==> config.mk <==
export PLATFORM = sky130hd
export DESIGN_NAME = dsi_lp_packet_framer
export DESIGN_NICKNAME = d
export VERILOG_FILES = /design/src/design/dsilp_pkg.sv /design/src/design/dsilp_fifo.sv /design/src/design/dsilp_front.sv /design/src/design/dsilp_back.sv /design/src/design/dsi_lp_packet_framer.sv
export VERILOG_INCLUDE_DIRS = /design/src /design/src/design
export SDC_FILE = /design/constraint.sdc
export NUM_CORES = 1
export LEC_CHECK = 0
export BUFFER_PORTS_ARGS = -buffer_cell sky130_fd_sc_hd__buf_2
export CELL_PAD_IN_SITES_DETAIL_PLACEMENT = 1
export CELL_PAD_IN_SITES_GLOBAL_PLACEMENT = 1
export CORE_MARGIN = 4
export CORE_UTILIZATION = 40
export CTS_CLUSTER_DIAMETER = 150
export DETAILED_ROUTE_END_ITERATION = 10
export PLACE_DENSITY_LB_ADDON = 0.3
export SLEW_MARGIN = 20
export SYNTH_ARGS = -nofsm -noshare
export SYNTH_HDL_FRONTEND = slang
export SYNTH_HIERARCHICAL = 1
export SYNTH_SLANG_ARGS = --single-unit
==> constraint.sdc <==
create_clock -name aclk -period 5.65 [get_ports aclk]
set_input_delay 0.2825 -clock aclk [delete_from_list [all_inputs] [get_ports aclk]]
set_output_delay 0.2825 -clock aclk [all_outputs]
set_load 0.01 [all_outputs]
==> src/design/dsi_lp_packet_framer_defines.svh <==
// Assertion macros for the DSI low-power packet framer.
`ifndef DSI_LP_PACKET_FRAMER_DEFINES_SVH
`define DSI_LP_PACKET_FRAMER_DEFINES_SVH

`ifndef SYNTHESIS
// same-cycle implication, checked on aclk outside reset
`define DSI_ASSERT_IMP(label, ante, cons) \
    label: assert property (@(posedge aclk) disable iff (!aresetn) (ante) |-> (cons)) \
        else $error("framer check failed");
// next-cycle implication, checked on aclk outside reset
`define DSI_ASSERT_NEXT(label, ante, cons) \
    label: assert property (@(posedge aclk) disable iff (!aresetn) (ante) |=> (cons)) \
        else $error("framer check failed");
`else
`define DSI_ASSERT_IMP(label, ante, cons)
`define DSI_ASSERT_NEXT(label, ante, cons)
`endif

`endif

==> src/design/dsilp_pkg.sv <==
// Shared constants, types and helper functions for the DSI low-power packet framer.
package dsilp_pkg;

    // command codes on the input channel
    localparam logic [1:0] CMD_SHORT   = 2'd0;
    localparam logic [1:0] CMD_LONG    = 2'd1;
    localparam logic [1:0] CMD_PAYLOAD = 2'd2;

    localparam logic [7:0]  ESC_BYTE = 8'hE1;
    localparam logic [15:0] CRC_POLY = 16'h8408;
    localparam logic [15:0] CRC_INIT = 16'hFFFF;
    localparam logic [7:0]  TYPE_DCS = 8'h39;
    localparam logic [7:0]  TYPE_GEN = 8'h29;

    localparam logic [23:0] ECC_MASKS [6] = '{
        24'hF12CB7, 24'hF2555B, 24'h749A6D, 24'hB8E38E, 24'hDF03F0, 24'hEFFC00
    };

    // default depth of the job queue between front and back
    localparam int FIFO_DEPTH_DEF = 4;

    // one job handed from the front end to the byte serializer
    typedef struct packed {
        logic       is_hdr;       // header job: escape byte plus four header bytes
        logic       end_on_last;  // packet_end goes out with the final byte
        logic       crc_follow;   // two CRC bytes close the job
        logic [7:0] b0;           // reversed type, or reversed payload byte
        logic [7:0] b1;           // reversed word0
        logic [7:0] b2;           // reversed word1, or zero for a long header
        logic [7:0] b3;           // reversed ECC
        logic [7:0] crc_lo;       // reversed CRC low byte
        logic [7:0] crc_hi;       // reversed CRC high byte
    } job_t;

    function automatic logic [7:0] rev8(input logic [7:0] x);
        logic [7:0] r;
        for (int i = 0; i < 8; i++) begin
            r[7-i] = x[i];
        end
        return r;
    endfunction

    function automatic logic [5:0] header_ecc(input logic [23:0] hdr);
        logic [5:0] e;
        for (int i = 0; i < 6; i++) begin
            e[i] = ^(hdr & ECC_MASKS[i]);
        end
        return e;
    endfunction

    // reflected CRC-16, data LSB first
    function automatic logic [15:0] crc_byte(input logic [15:0] crc, input logic [7:0] b);
        logic [15:0] c;
        logic [7:0]  d;
        c = crc;
        d = b;
        for (int i = 0; i < 8; i++) begin
            if (c[0] ^ d[0]) begin
                c = (c >> 1) ^ CRC_POLY;
            end else begin
                c = c >> 1;
            end
            d = d >> 1;
        end
        return c;
    endfunction

endpackage

==> src/design/dsilp_fifo.sv <==
// Short job queue between the framer front end and the byte serializer.
module dsilp_fifo import dsilp_pkg::*; #(
    parameter int DEPTH = FIFO_DEPTH_DEF
) (
    input  logic aclk,
    input  logic aresetn,
    input  logic wr_en,
    input  job_t wr_data,
    output logic wr_ready,
    input  logic rd_en,
    output job_t rd_data,
    output logic rd_valid
);

    localparam int PW = $clog2(DEPTH);
    localparam int CW = $clog2(DEPTH + 1);

    job_t            mem [DEPTH];
    logic [PW-1:0]   wr_ptr_reg, wr_ptr_next;
    logic [PW-1:0]   rd_ptr_reg, rd_ptr_next;
    logic [CW-1:0]   count_reg, count_next;

    assign wr_ready = (count_reg != CW'(DEPTH));
    assign rd_valid = (count_reg != '0);
    assign rd_data  = mem[rd_ptr_reg];

    // pointer wrap and occupancy
    always_comb begin
        wr_ptr_next = wr_ptr_reg;
        rd_ptr_next = rd_ptr_reg;
        count_next  = count_reg;
        if (wr_en) begin
            wr_ptr_next = (wr_ptr_reg == PW'(DEPTH - 1)) ? '0 : wr_ptr_reg + 1'b1;
        end
        if (rd_en) begin
            rd_ptr_next = (rd_ptr_reg == PW'(DEPTH - 1)) ? '0 : rd_ptr_reg + 1'b1;
        end
        if (wr_en && !rd_en) begin
            count_next = count_reg + 1'b1;
        end else if (rd_en && !wr_en) begin
            count_next = count_reg - 1'b1;
        end
    end

    always_ff @(posedge aclk) begin
        if (!aresetn) begin
            wr_ptr_reg <= '0;
            rd_ptr_reg <= '0;
            count_reg  <= '0;
        end else begin
            wr_ptr_reg <= wr_ptr_next;
            rd_ptr_reg <= rd_ptr_next;
            count_reg  <= count_next;
        end
    end

    // storage
    always_ff @(posedge aclk) begin
        if (wr_en) begin
            mem[wr_ptr_reg] <= wr_data;
        end
    end

endmodule

==> src/design/dsilp_front.sv <==
// Front end: accepts command words, tracks payload count and CRC, builds jobs.
module dsilp_front import dsilp_pkg::*; (
    input  logic       aclk,
    input  logic       aresetn,
    input  logic       cfg_wr_en,
    input  logic       cfg_wr_data,
    input  logic       s_valid,
    output logic       s_ready,
    input  logic [1:0] s_cmd,
    input  logic [7:0] s_data_type,
    input  logic [7:0] s_word0,
    input  logic [7:0] s_word1,
    input  logic       s_is_dcs,
    input  logic [7:0] s_payload_byte,
    input  logic       q_ready,
    output logic       q_push,
    output job_t       q_job,
    output logic       rem_zero
);

    logic        crc_enable_reg;
    logic [7:0]  remaining_reg, remaining_next;
    logic [15:0] crc_reg, crc_next;

    logic        accept;
    logic        make_job;
    logic [7:0]  hdr_type;
    logic [7:0]  hdr_w1;
    logic [5:0]  ecc;
    logic [15:0] crc_payload;
    logic [15:0] crc_val;
    logic [15:0] crc_send;

    assign s_ready  = q_ready;
    assign accept   = s_valid && s_ready;
    assign q_push   = accept && make_job;
    assign rem_zero = (remaining_reg == '0);

    assign hdr_type    = (s_cmd == CMD_LONG) ? (s_is_dcs ? TYPE_DCS : TYPE_GEN) : s_data_type;
    assign hdr_w1      = (s_cmd == CMD_LONG) ? 8'h00 : s_word1;
    assign ecc         = header_ecc({hdr_w1, s_word0, hdr_type});
    assign crc_payload = crc_byte(crc_reg, s_payload_byte);
    assign crc_val     = (s_cmd == CMD_LONG) ? CRC_INIT : crc_payload;
    assign crc_send    = crc_enable_reg ? crc_val : 16'h0000;

    // classify the word and build the job
    always_comb begin
        make_job       = 1'b0;
        remaining_next = remaining_reg;
        crc_next       = crc_reg;
        q_job.is_hdr      = 1'b1;
        q_job.end_on_last = 1'b0;
        q_job.crc_follow  = 1'b0;
        q_job.b0          = rev8(hdr_type);
        q_job.b1          = rev8(s_word0);
        q_job.b2          = rev8(hdr_w1);
        q_job.b3          = rev8({2'b00, ecc});
        q_job.crc_lo      = rev8(crc_send[7:0]);
        q_job.crc_hi      = rev8(crc_send[15:8]);
        case (s_cmd)
            CMD_SHORT: begin
                make_job          = 1'b1;
                remaining_next    = '0;
                q_job.end_on_last = 1'b1;
            end
            CMD_LONG: begin
                make_job          = 1'b1;
                remaining_next    = s_word0;
                crc_next          = CRC_INIT;
                q_job.crc_follow  = (s_word0 == '0);
                q_job.end_on_last = (s_word0 == '0);
            end
            CMD_PAYLOAD: begin
                // stray bytes outside a payload are dropped
                if (!rem_zero) begin
                    make_job          = 1'b1;
                    remaining_next    = remaining_reg - 1'b1;
                    crc_next          = crc_payload;
                    q_job.is_hdr      = 1'b0;
                    q_job.b0          = rev8(s_payload_byte);
                    q_job.crc_follow  = (remaining_reg == 8'd1);
                    q_job.end_on_last = (remaining_reg == 8'd1);
                end
            end
            default: begin
                make_job = 1'b0;
            end
        endcase
    end

    always_ff @(posedge aclk) begin
        if (!aresetn) begin
            crc_enable_reg <= 1'b0;
            remaining_reg  <= '0;
            crc_reg        <= CRC_INIT;
        end else begin
            if (cfg_wr_en) begin
                crc_enable_reg <= cfg_wr_data;
            end
            if (accept) begin
                remaining_reg <= remaining_next;
                crc_reg       <= crc_next;
            end
        end
    end

endmodule

==> src/design/dsilp_back.sv <==
// Back end: walks each job byte by byte into the output register.
module dsilp_back import dsilp_pkg::*; (
    input  logic       aclk,
    input  logic       aresetn,
    input  logic       q_valid,
    input  job_t       q_job,
    output logic       q_pop,
    output logic       m_valid,
    input  logic       m_ready,
    output logic [7:0] m_tx_byte,
    output logic       m_packet_end,
    output logic       m_last_of_run
);

    job_t       cur_reg;
    logic       cur_valid_reg, cur_valid_next;
    logic [2:0] idx_reg, idx_next;
    logic       m_valid_reg, m_valid_next;
    logic [7:0] m_byte_reg;
    logic       m_end_reg;
    logic       m_last_reg;

    logic       load;
    logic       is_last;
    logic       cur_free;
    logic [2:0] last_idx;
    logic [7:0] sel_byte;

    assign m_valid       = m_valid_reg;
    assign m_tx_byte     = m_byte_reg;
    assign m_packet_end  = m_end_reg;
    assign m_last_of_run = m_last_reg;

    // output register takes a new word when empty or being drained
    assign load     = !m_valid_reg || m_ready;
    assign last_idx = cur_reg.is_hdr ? (cur_reg.crc_follow ? 3'd6 : 3'd4)
                                     : (cur_reg.crc_follow ? 3'd2 : 3'd0);
    assign is_last  = (idx_reg == last_idx);
    assign cur_free = !cur_valid_reg || (load && is_last);
    assign q_pop    = cur_free && q_valid;

    // byte at the current position of the job
    always_comb begin
        if (cur_reg.is_hdr) begin
            case (idx_reg)
                3'd0:    sel_byte = ESC_BYTE;
                3'd1:    sel_byte = cur_reg.b0;
                3'd2:    sel_byte = cur_reg.b1;
                3'd3:    sel_byte = cur_reg.b2;
                3'd4:    sel_byte = cur_reg.b3;
                3'd5:    sel_byte = cur_reg.crc_lo;
                default: sel_byte = cur_reg.crc_hi;
            endcase
        end else begin
            case (idx_reg)
                3'd0:    sel_byte = cur_reg.b0;
                3'd1:    sel_byte = cur_reg.crc_lo;
                default: sel_byte = cur_reg.crc_hi;
            endcase
        end
    end

    // job sequencing
    always_comb begin
        cur_valid_next = cur_valid_reg;
        idx_next       = idx_reg;
        m_valid_next   = m_valid_reg;
        if (load) begin
            m_valid_next = cur_valid_reg;
        end
        if (cur_free) begin
            cur_valid_next = q_valid;
            idx_next       = '0;
        end else if (load) begin
            idx_next = idx_reg + 1'b1;
        end
    end

    always_ff @(posedge aclk) begin
        if (!aresetn) begin
            cur_valid_reg <= 1'b0;
            idx_reg       <= '0;
            m_valid_reg   <= 1'b0;
        end else begin
            cur_valid_reg <= cur_valid_next;
            idx_reg       <= idx_next;
            m_valid_reg   <= m_valid_next;
        end
    end

    // payload registers
    always_ff @(posedge aclk) begin
        if (q_pop) begin
            cur_reg <= q_job;
        end
        if (load && cur_valid_reg) begin
            m_byte_reg <= sel_byte;
            m_end_reg  <= is_last && cur_reg.end_on_last;
            m_last_reg <= is_last;
        end
    end

endmodule

==> src/design/dsi_lp_packet_framer.sv <==
// Top level of the DSI low-power packet framer.
// Input channel (s_valid/s_ready): one command word per handshake. s_cmd 0 frames
// a short packet, 1 a long packet header (length in s_word0), 2 a payload byte.
// Output channel (m_valid/m_ready): one lane byte per word, with m_packet_end on
// the final byte of a packet and m_last_of_run on the final byte of each command.
// Configuration: cfg_wr_en writes cfg_wr_data into crc_enable at once (reset 0,
// zero CRC bytes); write it only while the framer is idle.
// The first byte of a command passes through the job queue, the current-job register
// and the output register. The serializer sends one byte per cycle while m_ready is
// high and jobs are queued; a header is 5 bytes (7 with a trailing CRC), a payload
// byte 1 (3 on the last). The serializer rate sets sustained input rate; the front end
// takes one command per cycle as long as the job queue (FIFO_DEPTH entries) has room.
// A stalled receiver holds the current byte; the queue then fills and s_ready drops.
// Synchronous reset empties the queue and output register, clears the payload count,
// sets the CRC to 0xFFFF and crc_enable to 0.
`include "dsi_lp_packet_framer_defines.svh"

module dsi_lp_packet_framer import dsilp_pkg::*; #(
    parameter int FIFO_DEPTH = FIFO_DEPTH_DEF
) (
    input  logic       aclk,
    input  logic       aresetn,
    input  logic       cfg_wr_en,
    input  logic       cfg_wr_data,
    input  logic       s_valid,
    output logic       s_ready,
    input  logic [1:0] s_cmd,
    input  logic [7:0] s_data_type,
    input  logic [7:0] s_word0,
    input  logic [7:0] s_word1,
    input  logic       s_is_dcs,
    input  logic [7:0] s_payload_byte,
    output logic       m_valid,
    input  logic       m_ready,
    output logic [7:0] m_tx_byte,
    output logic       m_packet_end,
    output logic       m_last_of_run
);

    logic fifo_push;
    logic fifo_ready;
    logic fifo_pop;
    logic fifo_valid;
    job_t push_job;
    job_t head_job;
    logic rem_zero;

    dsilp_front u_front (
        .aclk           (aclk),
        .aresetn        (aresetn),
        .cfg_wr_en      (cfg_wr_en),
        .cfg_wr_data    (cfg_wr_data),
        .s_valid        (s_valid),
        .s_ready        (s_ready),
        .s_cmd          (s_cmd),
        .s_data_type    (s_data_type),
        .s_word0        (s_word0),
        .s_word1        (s_word1),
        .s_is_dcs       (s_is_dcs),
        .s_payload_byte (s_payload_byte),
        .q_ready        (fifo_ready),
        .q_push         (fifo_push),
        .q_job          (push_job),
        .rem_zero       (rem_zero)
    );

    dsilp_fifo #(
        .DEPTH (FIFO_DEPTH)
    ) u_fifo (
        .aclk     (aclk),
        .aresetn  (aresetn),
        .wr_en    (fifo_push),
        .wr_data  (push_job),
        .wr_ready (fifo_ready),
        .rd_en    (fifo_pop),
        .rd_data  (head_job),
        .rd_valid (fifo_valid)
    );

    dsilp_back u_back (
        .aclk          (aclk),
        .aresetn       (aresetn),
        .q_valid       (fifo_valid),
        .q_job         (head_job),
        .q_pop         (fifo_pop),
        .m_valid       (m_valid),
        .m_ready       (m_ready),
        .m_tx_byte     (m_tx_byte),
        .m_packet_end  (m_packet_end),
        .m_last_of_run (m_last_of_run)
    );

    // a packet never ends in the middle of a command's byte run
    `DSI_ASSERT_IMP(a_end_is_last, m_valid && m_packet_end, m_last_of_run)
    // a short packet abandons any pending payload
    `DSI_ASSERT_NEXT(a_short_clears, s_valid && s_ready && s_cmd == CMD_SHORT, rem_zero)
    // payload bytes outside a long packet make no job
    `DSI_ASSERT_IMP(a_stray_dropped, s_valid && s_ready && s_cmd == CMD_PAYLOAD && rem_zero, !fifo_push)
    // jobs enter the queue only with an accepted word
    `DSI_ASSERT_IMP(a_push_on_accept, fifo_push, s_valid && s_ready)

endmodule
* Word level (Yosys, flattened, before mapping)
Memories as Yosys holds them, arrays and structs flattened. A register that Yosys moved wholly into a read port is not among the register bits.
Index checks and enable logic that the tools add are counted.
** Storage, ports and cells
- Register bits after elaboration :: 55
- Input bits :: 41
- Memories kept :: 1
- Logic and storage cells :: 118
- Output and inout bits :: 12
- Memory bits (writable) :: 196
** Memory list
- u_fifo.mem :: words 4, bits a word 49, read ports 1, clocked after memory_dff 1, write ports 1, RTL line dsilp_fifo.sv:18 : job_t mem [DEPTH];
** Operators by class
- Bitwise gates (word level) :: 17
- $add $sub $neg :: 6
- Multiplexer cells :: 36
- Equality and inequality tests :: 13
- Reduce and logical (&&, ||, !) cells :: 32
** Operators with widths (count)
- $mux W16 :: 11
- $reduce_xor A24 Y1 :: 6
- $pmux W8 S6 :: 1
- $mux W8 :: 5
- $pmux W16 S2 :: 1
- $not A2 Y3 :: 8
- $pmux W8 S3 :: 1
- $logic_not A8 Y1 :: 2
- $pmux W8 S2 :: 1
- $mux W11 :: 1
- $mux W3 :: 3
- $eq A8 B1 Y1 const B :: 1
- $logic_and A1 B1 Y1 :: 8
- $mux W2 :: 4
- $sub A8 B1 Y8 const B :: 1
- $xor A1 B1 Y1 :: 8
- $add A3 B1 Y3 const B :: 2
- $eq A2 B2 Y1 const B :: 3
- $eq A3 B2 Y1 const B :: 2
- $eq A3 B3 Y1 const B :: 2
- $reduce_and A3 Y1 :: 2
- $reduce_bool A3 Y1 :: 2
- $mux W5 :: 1
- $add A2 B1 Y2 const B :: 2
- other kinds (16) :: 26

* Longest topological paths before layout
- Depth in word-level cells :: 18
- Depth in mapped cells :: 13
- Gate-level depth less buffers :: 12

* Cells and area by module
The synthesis kept the hierarchy.
** By module, submodules not included
- dsilp_fifo :: area an instance 7877.6 um2, cells an instance 312, times used 1
- dsilp_back :: area an instance 2690.1 um2, cells an instance 186, times used 1
- dsilp_front :: area an instance 2484.9 um2, cells an instance 318, times used 1

* Worst setup path after synthesis
No wires, ideal clock.
- Path kind :: flip-flop to flip-flop
- Start point :: register u_back/cur_reg[50] (netlist name)
- End point :: register u_fifo.count_reg[2]
- Required time :: 5.574 ns
- Setup time :: 0.076 ns
- Period minus slack after synthesis :: 5.130 ns
- Arrival time :: 5.055 ns
- Stages on the path, launching flop included :: 12
- Path slack :: 0.520 ns
- Path through :: edfxtp_1 clkbuf_1 xor2_1 or4_1 a21boi_1 inv_1 ha_1 inv_1 fa_1 xor2_1 or3_1 a21boi_0
** On the way
- Longest elaborated chain between the ends :: 8
** RTL lines
- $mux W3 * :: RTL line dsilp_back.sv:36 : assign last_idx = cur_reg.is_hdr ? (cur_reg.crc_follow ? 3'd6 : 3'd4)
- $eq A3 B3 Y1 * :: RTL line dsilp_back.sv:38 : assign is_last = (idx_reg == last_idx);
- $logic_and A1 B1 Y1 * :: RTL line dsilp_back.sv:39 : assign cur_free = !cur_valid_reg || (load && is_last);
- $logic_or A1 B1 Y1 * :: RTL line dsilp_back.sv:39
- $logic_and A1 B1 Y1 * :: RTL line dsilp_back.sv:40 : assign q_pop = cur_free && q_valid;
- named net fifo_pop :: RTL line dsi_lp_packet_framer.sv:42 : logic fifo_pop;
- $logic_not A1 Y1 :: RTL line dsilp_fifo.sv:38 : if (wr_en && !rd_en) begin
- $logic_and A1 B1 Y1 :: RTL line dsilp_fifo.sv:38
- $mux W3 / $reduce_bool A2 Y1 (equally long branches)
- end signal: assignment :: RTL line dsilp_fifo.sv:53 : count_reg <= count_next;
- end: declaration :: RTL line dsilp_fifo.sv:21 : logic [CW-1:0] count_reg, count_next;
The timed path passes the listed nets; every way through them passes the cells marked *.
A chain may end at the register's enable or synchronous reset.

* Worst setup path after layout
- Start point :: register u_back.idx_reg[2]
- End point :: register u_fifo.count_reg[2]
** On the way
- Longest elaborated chain between the ends :: 7
** RTL lines
- start: declaration :: RTL line dsilp_back.sv:17 : logic [2:0] idx_reg, idx_next;
- start signal: assignment :: RTL line dsilp_back.sv:86 : idx_reg <= idx_next;
- $eq A3 B3 Y1 * :: RTL line dsilp_back.sv:38
- $logic_and A1 B1 Y1 * :: RTL line dsilp_back.sv:39
- $logic_or A1 B1 Y1 * :: RTL line dsilp_back.sv:39
- $logic_and A1 B1 Y1 * :: RTL line dsilp_back.sv:40
- named net fifo_pop :: RTL line dsi_lp_packet_framer.sv:42
- $logic_not A1 Y1 :: RTL line dsilp_fifo.sv:38
- $logic_and A1 B1 Y1 :: RTL line dsilp_fifo.sv:38
- $mux W3 / $reduce_bool A2 Y1 (equally long branches)
Marked as above.

==> reports/metrics.yaml <==
outcome: "finished clean"
drive_above_1_share_pct: 19.8
worstSkewPairLatency_ns: 0.55
fp.dieH_microns: 189
grt_antenna_before_repair: 2
die_w_microns: 189
overflow: 0
avgRoutedWirePerCell_microns: 22.5
worstMarginPinSlew_ns: 0.908
cts_tree: "built"
fin_crit_ns: 3.75
core-area_sq_um: 31900
min_period_over_period_pct: 66.3
p_leak_nw: 4.84
die-area_sq_um: 35600
num_antenna_cells: 0
syn_to_final_growth_pct: 12.1
setup_viol: 0
critPathMaxFanout: 54
cp.required_ns: 6.13
cts_setup_buffers: 0
peakVddDrop_mv: 0.302
crit_path_end_kind: "flop"
antenna_left: 0
setup_ws_ns: 1.90
max_freq_mhz: 267
cts.reportedPaths.clkPinSlew_ns: 0.06
finalSetupTns_ns: 0
power_density_nw_per_um2: 446
root_buffer: "clkbuf_16"
drtPass1Iterations: 5
p_seq_share_pct: 48.2
cp.arrival_ns: 4.23
initial_core_util_pct: 40.9
start_kind: "flop"
p_total_w: 0.00652
crit_type: "reg2reg"
routed_wl_mm: 29.8
power_frac_comb_pct: 21.2
grt_max_degree: 55
dp_slack_ns: 1.63
fin_worst_skew_ns: 0.0115
grt_pass1_vias: 7484
max_slew_margin_pct: 39.0
clockPowerShare_pct: 30.5
cts_buffers: 31
drc: 0
gr-usage-all-layers_pct: 16.8
nets: 928
vias: 6880
rsz0062_at_grt: "false"
clk_path_buf_depth: 3
avgSynthCellArea_sq_um: 16.0
syn_inst: 815
cts_htree_levels: 1
ctsResizeCount: 0
p_switching_w: 0.00184
finalMaxSlewViolations: 0
clock_sinks: 304
max_stage_delay_ns: 0.81
synth_warnings: 6
largest_reg_flops: 204
gp_congestion: 0.774
crit_chain: "xor2_1 -> or4_1 -> a21boi_4 -> buf_4 -> inv_1 -> ha_1 -> inv_1 -> fa_1 -> xor2_1 -> or3_1 -> a21boi_0"
portBuffers: 52
rows: 65
worst_hold_path_type: "in2reg"
avgViaCountPerCell: 5.20
netSwitchingFraction_pct: 28.2
grt_pass1_wl_mm: 45.9
path_buf_inv: 3
cpLargestDelayFamily: "buffers and inverters"
syn_area_sq_um: 13000
slowest_stage: "dfxtp_1"
place_hpwl_mm: 20.6
io_pins: 53
maxCapViolCount: 0
drt_iter0_markers: 492
hold_violations: 0
p_int_w: 0.00468
[final cells by class]
cell class,instances,area (sq um)
inverter,22,82.6
tap,435,544
clock buffer,45,888
fill,3193,17300
sequential,304,8740
timing repair buffer,65,363
clock inverter,12,115
multi-input combinational,440,3890
[worst reg2reg max path, delay by kind of cell (launching register included)]
kind | cells | cell delay, ns
XOR/XNOR | 2 | 0.27
buffers and inverters | 3 | 0.92
flip-flops | 1 | 0.81
AO/OA/AOI/OAI | 2 | 0.34
AND/OR/NAND/NOR | 2 | 0.89
adder cells (fa/ha/maj) | 2 | 0.48
[cells in the final DEF (no fill, tap or decap), drive strengths merged, types with 24 or more instances in the layout]
cell / instances
o22ai: 24
o21ai: 31
clkbuf: 45
buf: 63
mux4: 51
xnor2: 61
nand2: 54
nor2: 25
edfxtp: 265
dfxtp: 39
[worst paths after layout]
kind | slack (ns) | cells after the start | startpoint | end
worst max register to register | 1.90 | 11 | u_back/idx_reg[2] | u_fifo/count_reg[2]
worst min register to register | 0.49 | 2 | u_front/remaining_reg[1] | u_front/remaining_reg[1]
worst min-delay path | 0.04 | 1 | s_word0[0] | u_fifo/mem[0][39]
worst max-delay path | 1.90 | 11 | u_back/idx_reg[2] | u_fifo/count_reg[2]
[through the flow]
step	area [sq um]	utilization, %	instances	hold WS (ns)
final	14600	45.9	1323	0.0377
after global routing	14600	45.9	1323	0.0230
after CTS	14600	45.9	1323	0.0240
after detailed placement	13600	42.6	1264	0.480
after global placement	13600	42.6	1264	0.470
after floorplan	13100	-	816	0.394
[power groups by stage]
stage	Combinational, W	Clock [W]	Sequential, W
floorplan	0.00105	0	0.00310
global route	0.00152	0.00214	0.00318
detailed placement	0.00139	0	0.00320
global placement	0.00137	0	0.00318
finish	0.00139	0.00199	0.00314
CTS	0.00140	0.00205	0.00315
[metal layers]
metal  up-vias  wire [microns]  global-route usage (%)
met2       164           14300                    27.4
met1      3505           13500                    24.2
li1       3177               -                       -
met3        34            1520                    2.59
met4         0             517                    3.42
met5         -               0                       0
[repair_timing]
action / 4_1_cts / 5_1_grt
hold buffers: 2 / 0
endpoints found under the hold margin: 1 / 0
setup endpoints to repair: 0 / 0
No activity file was read; power rests on OpenSTA's default activity.
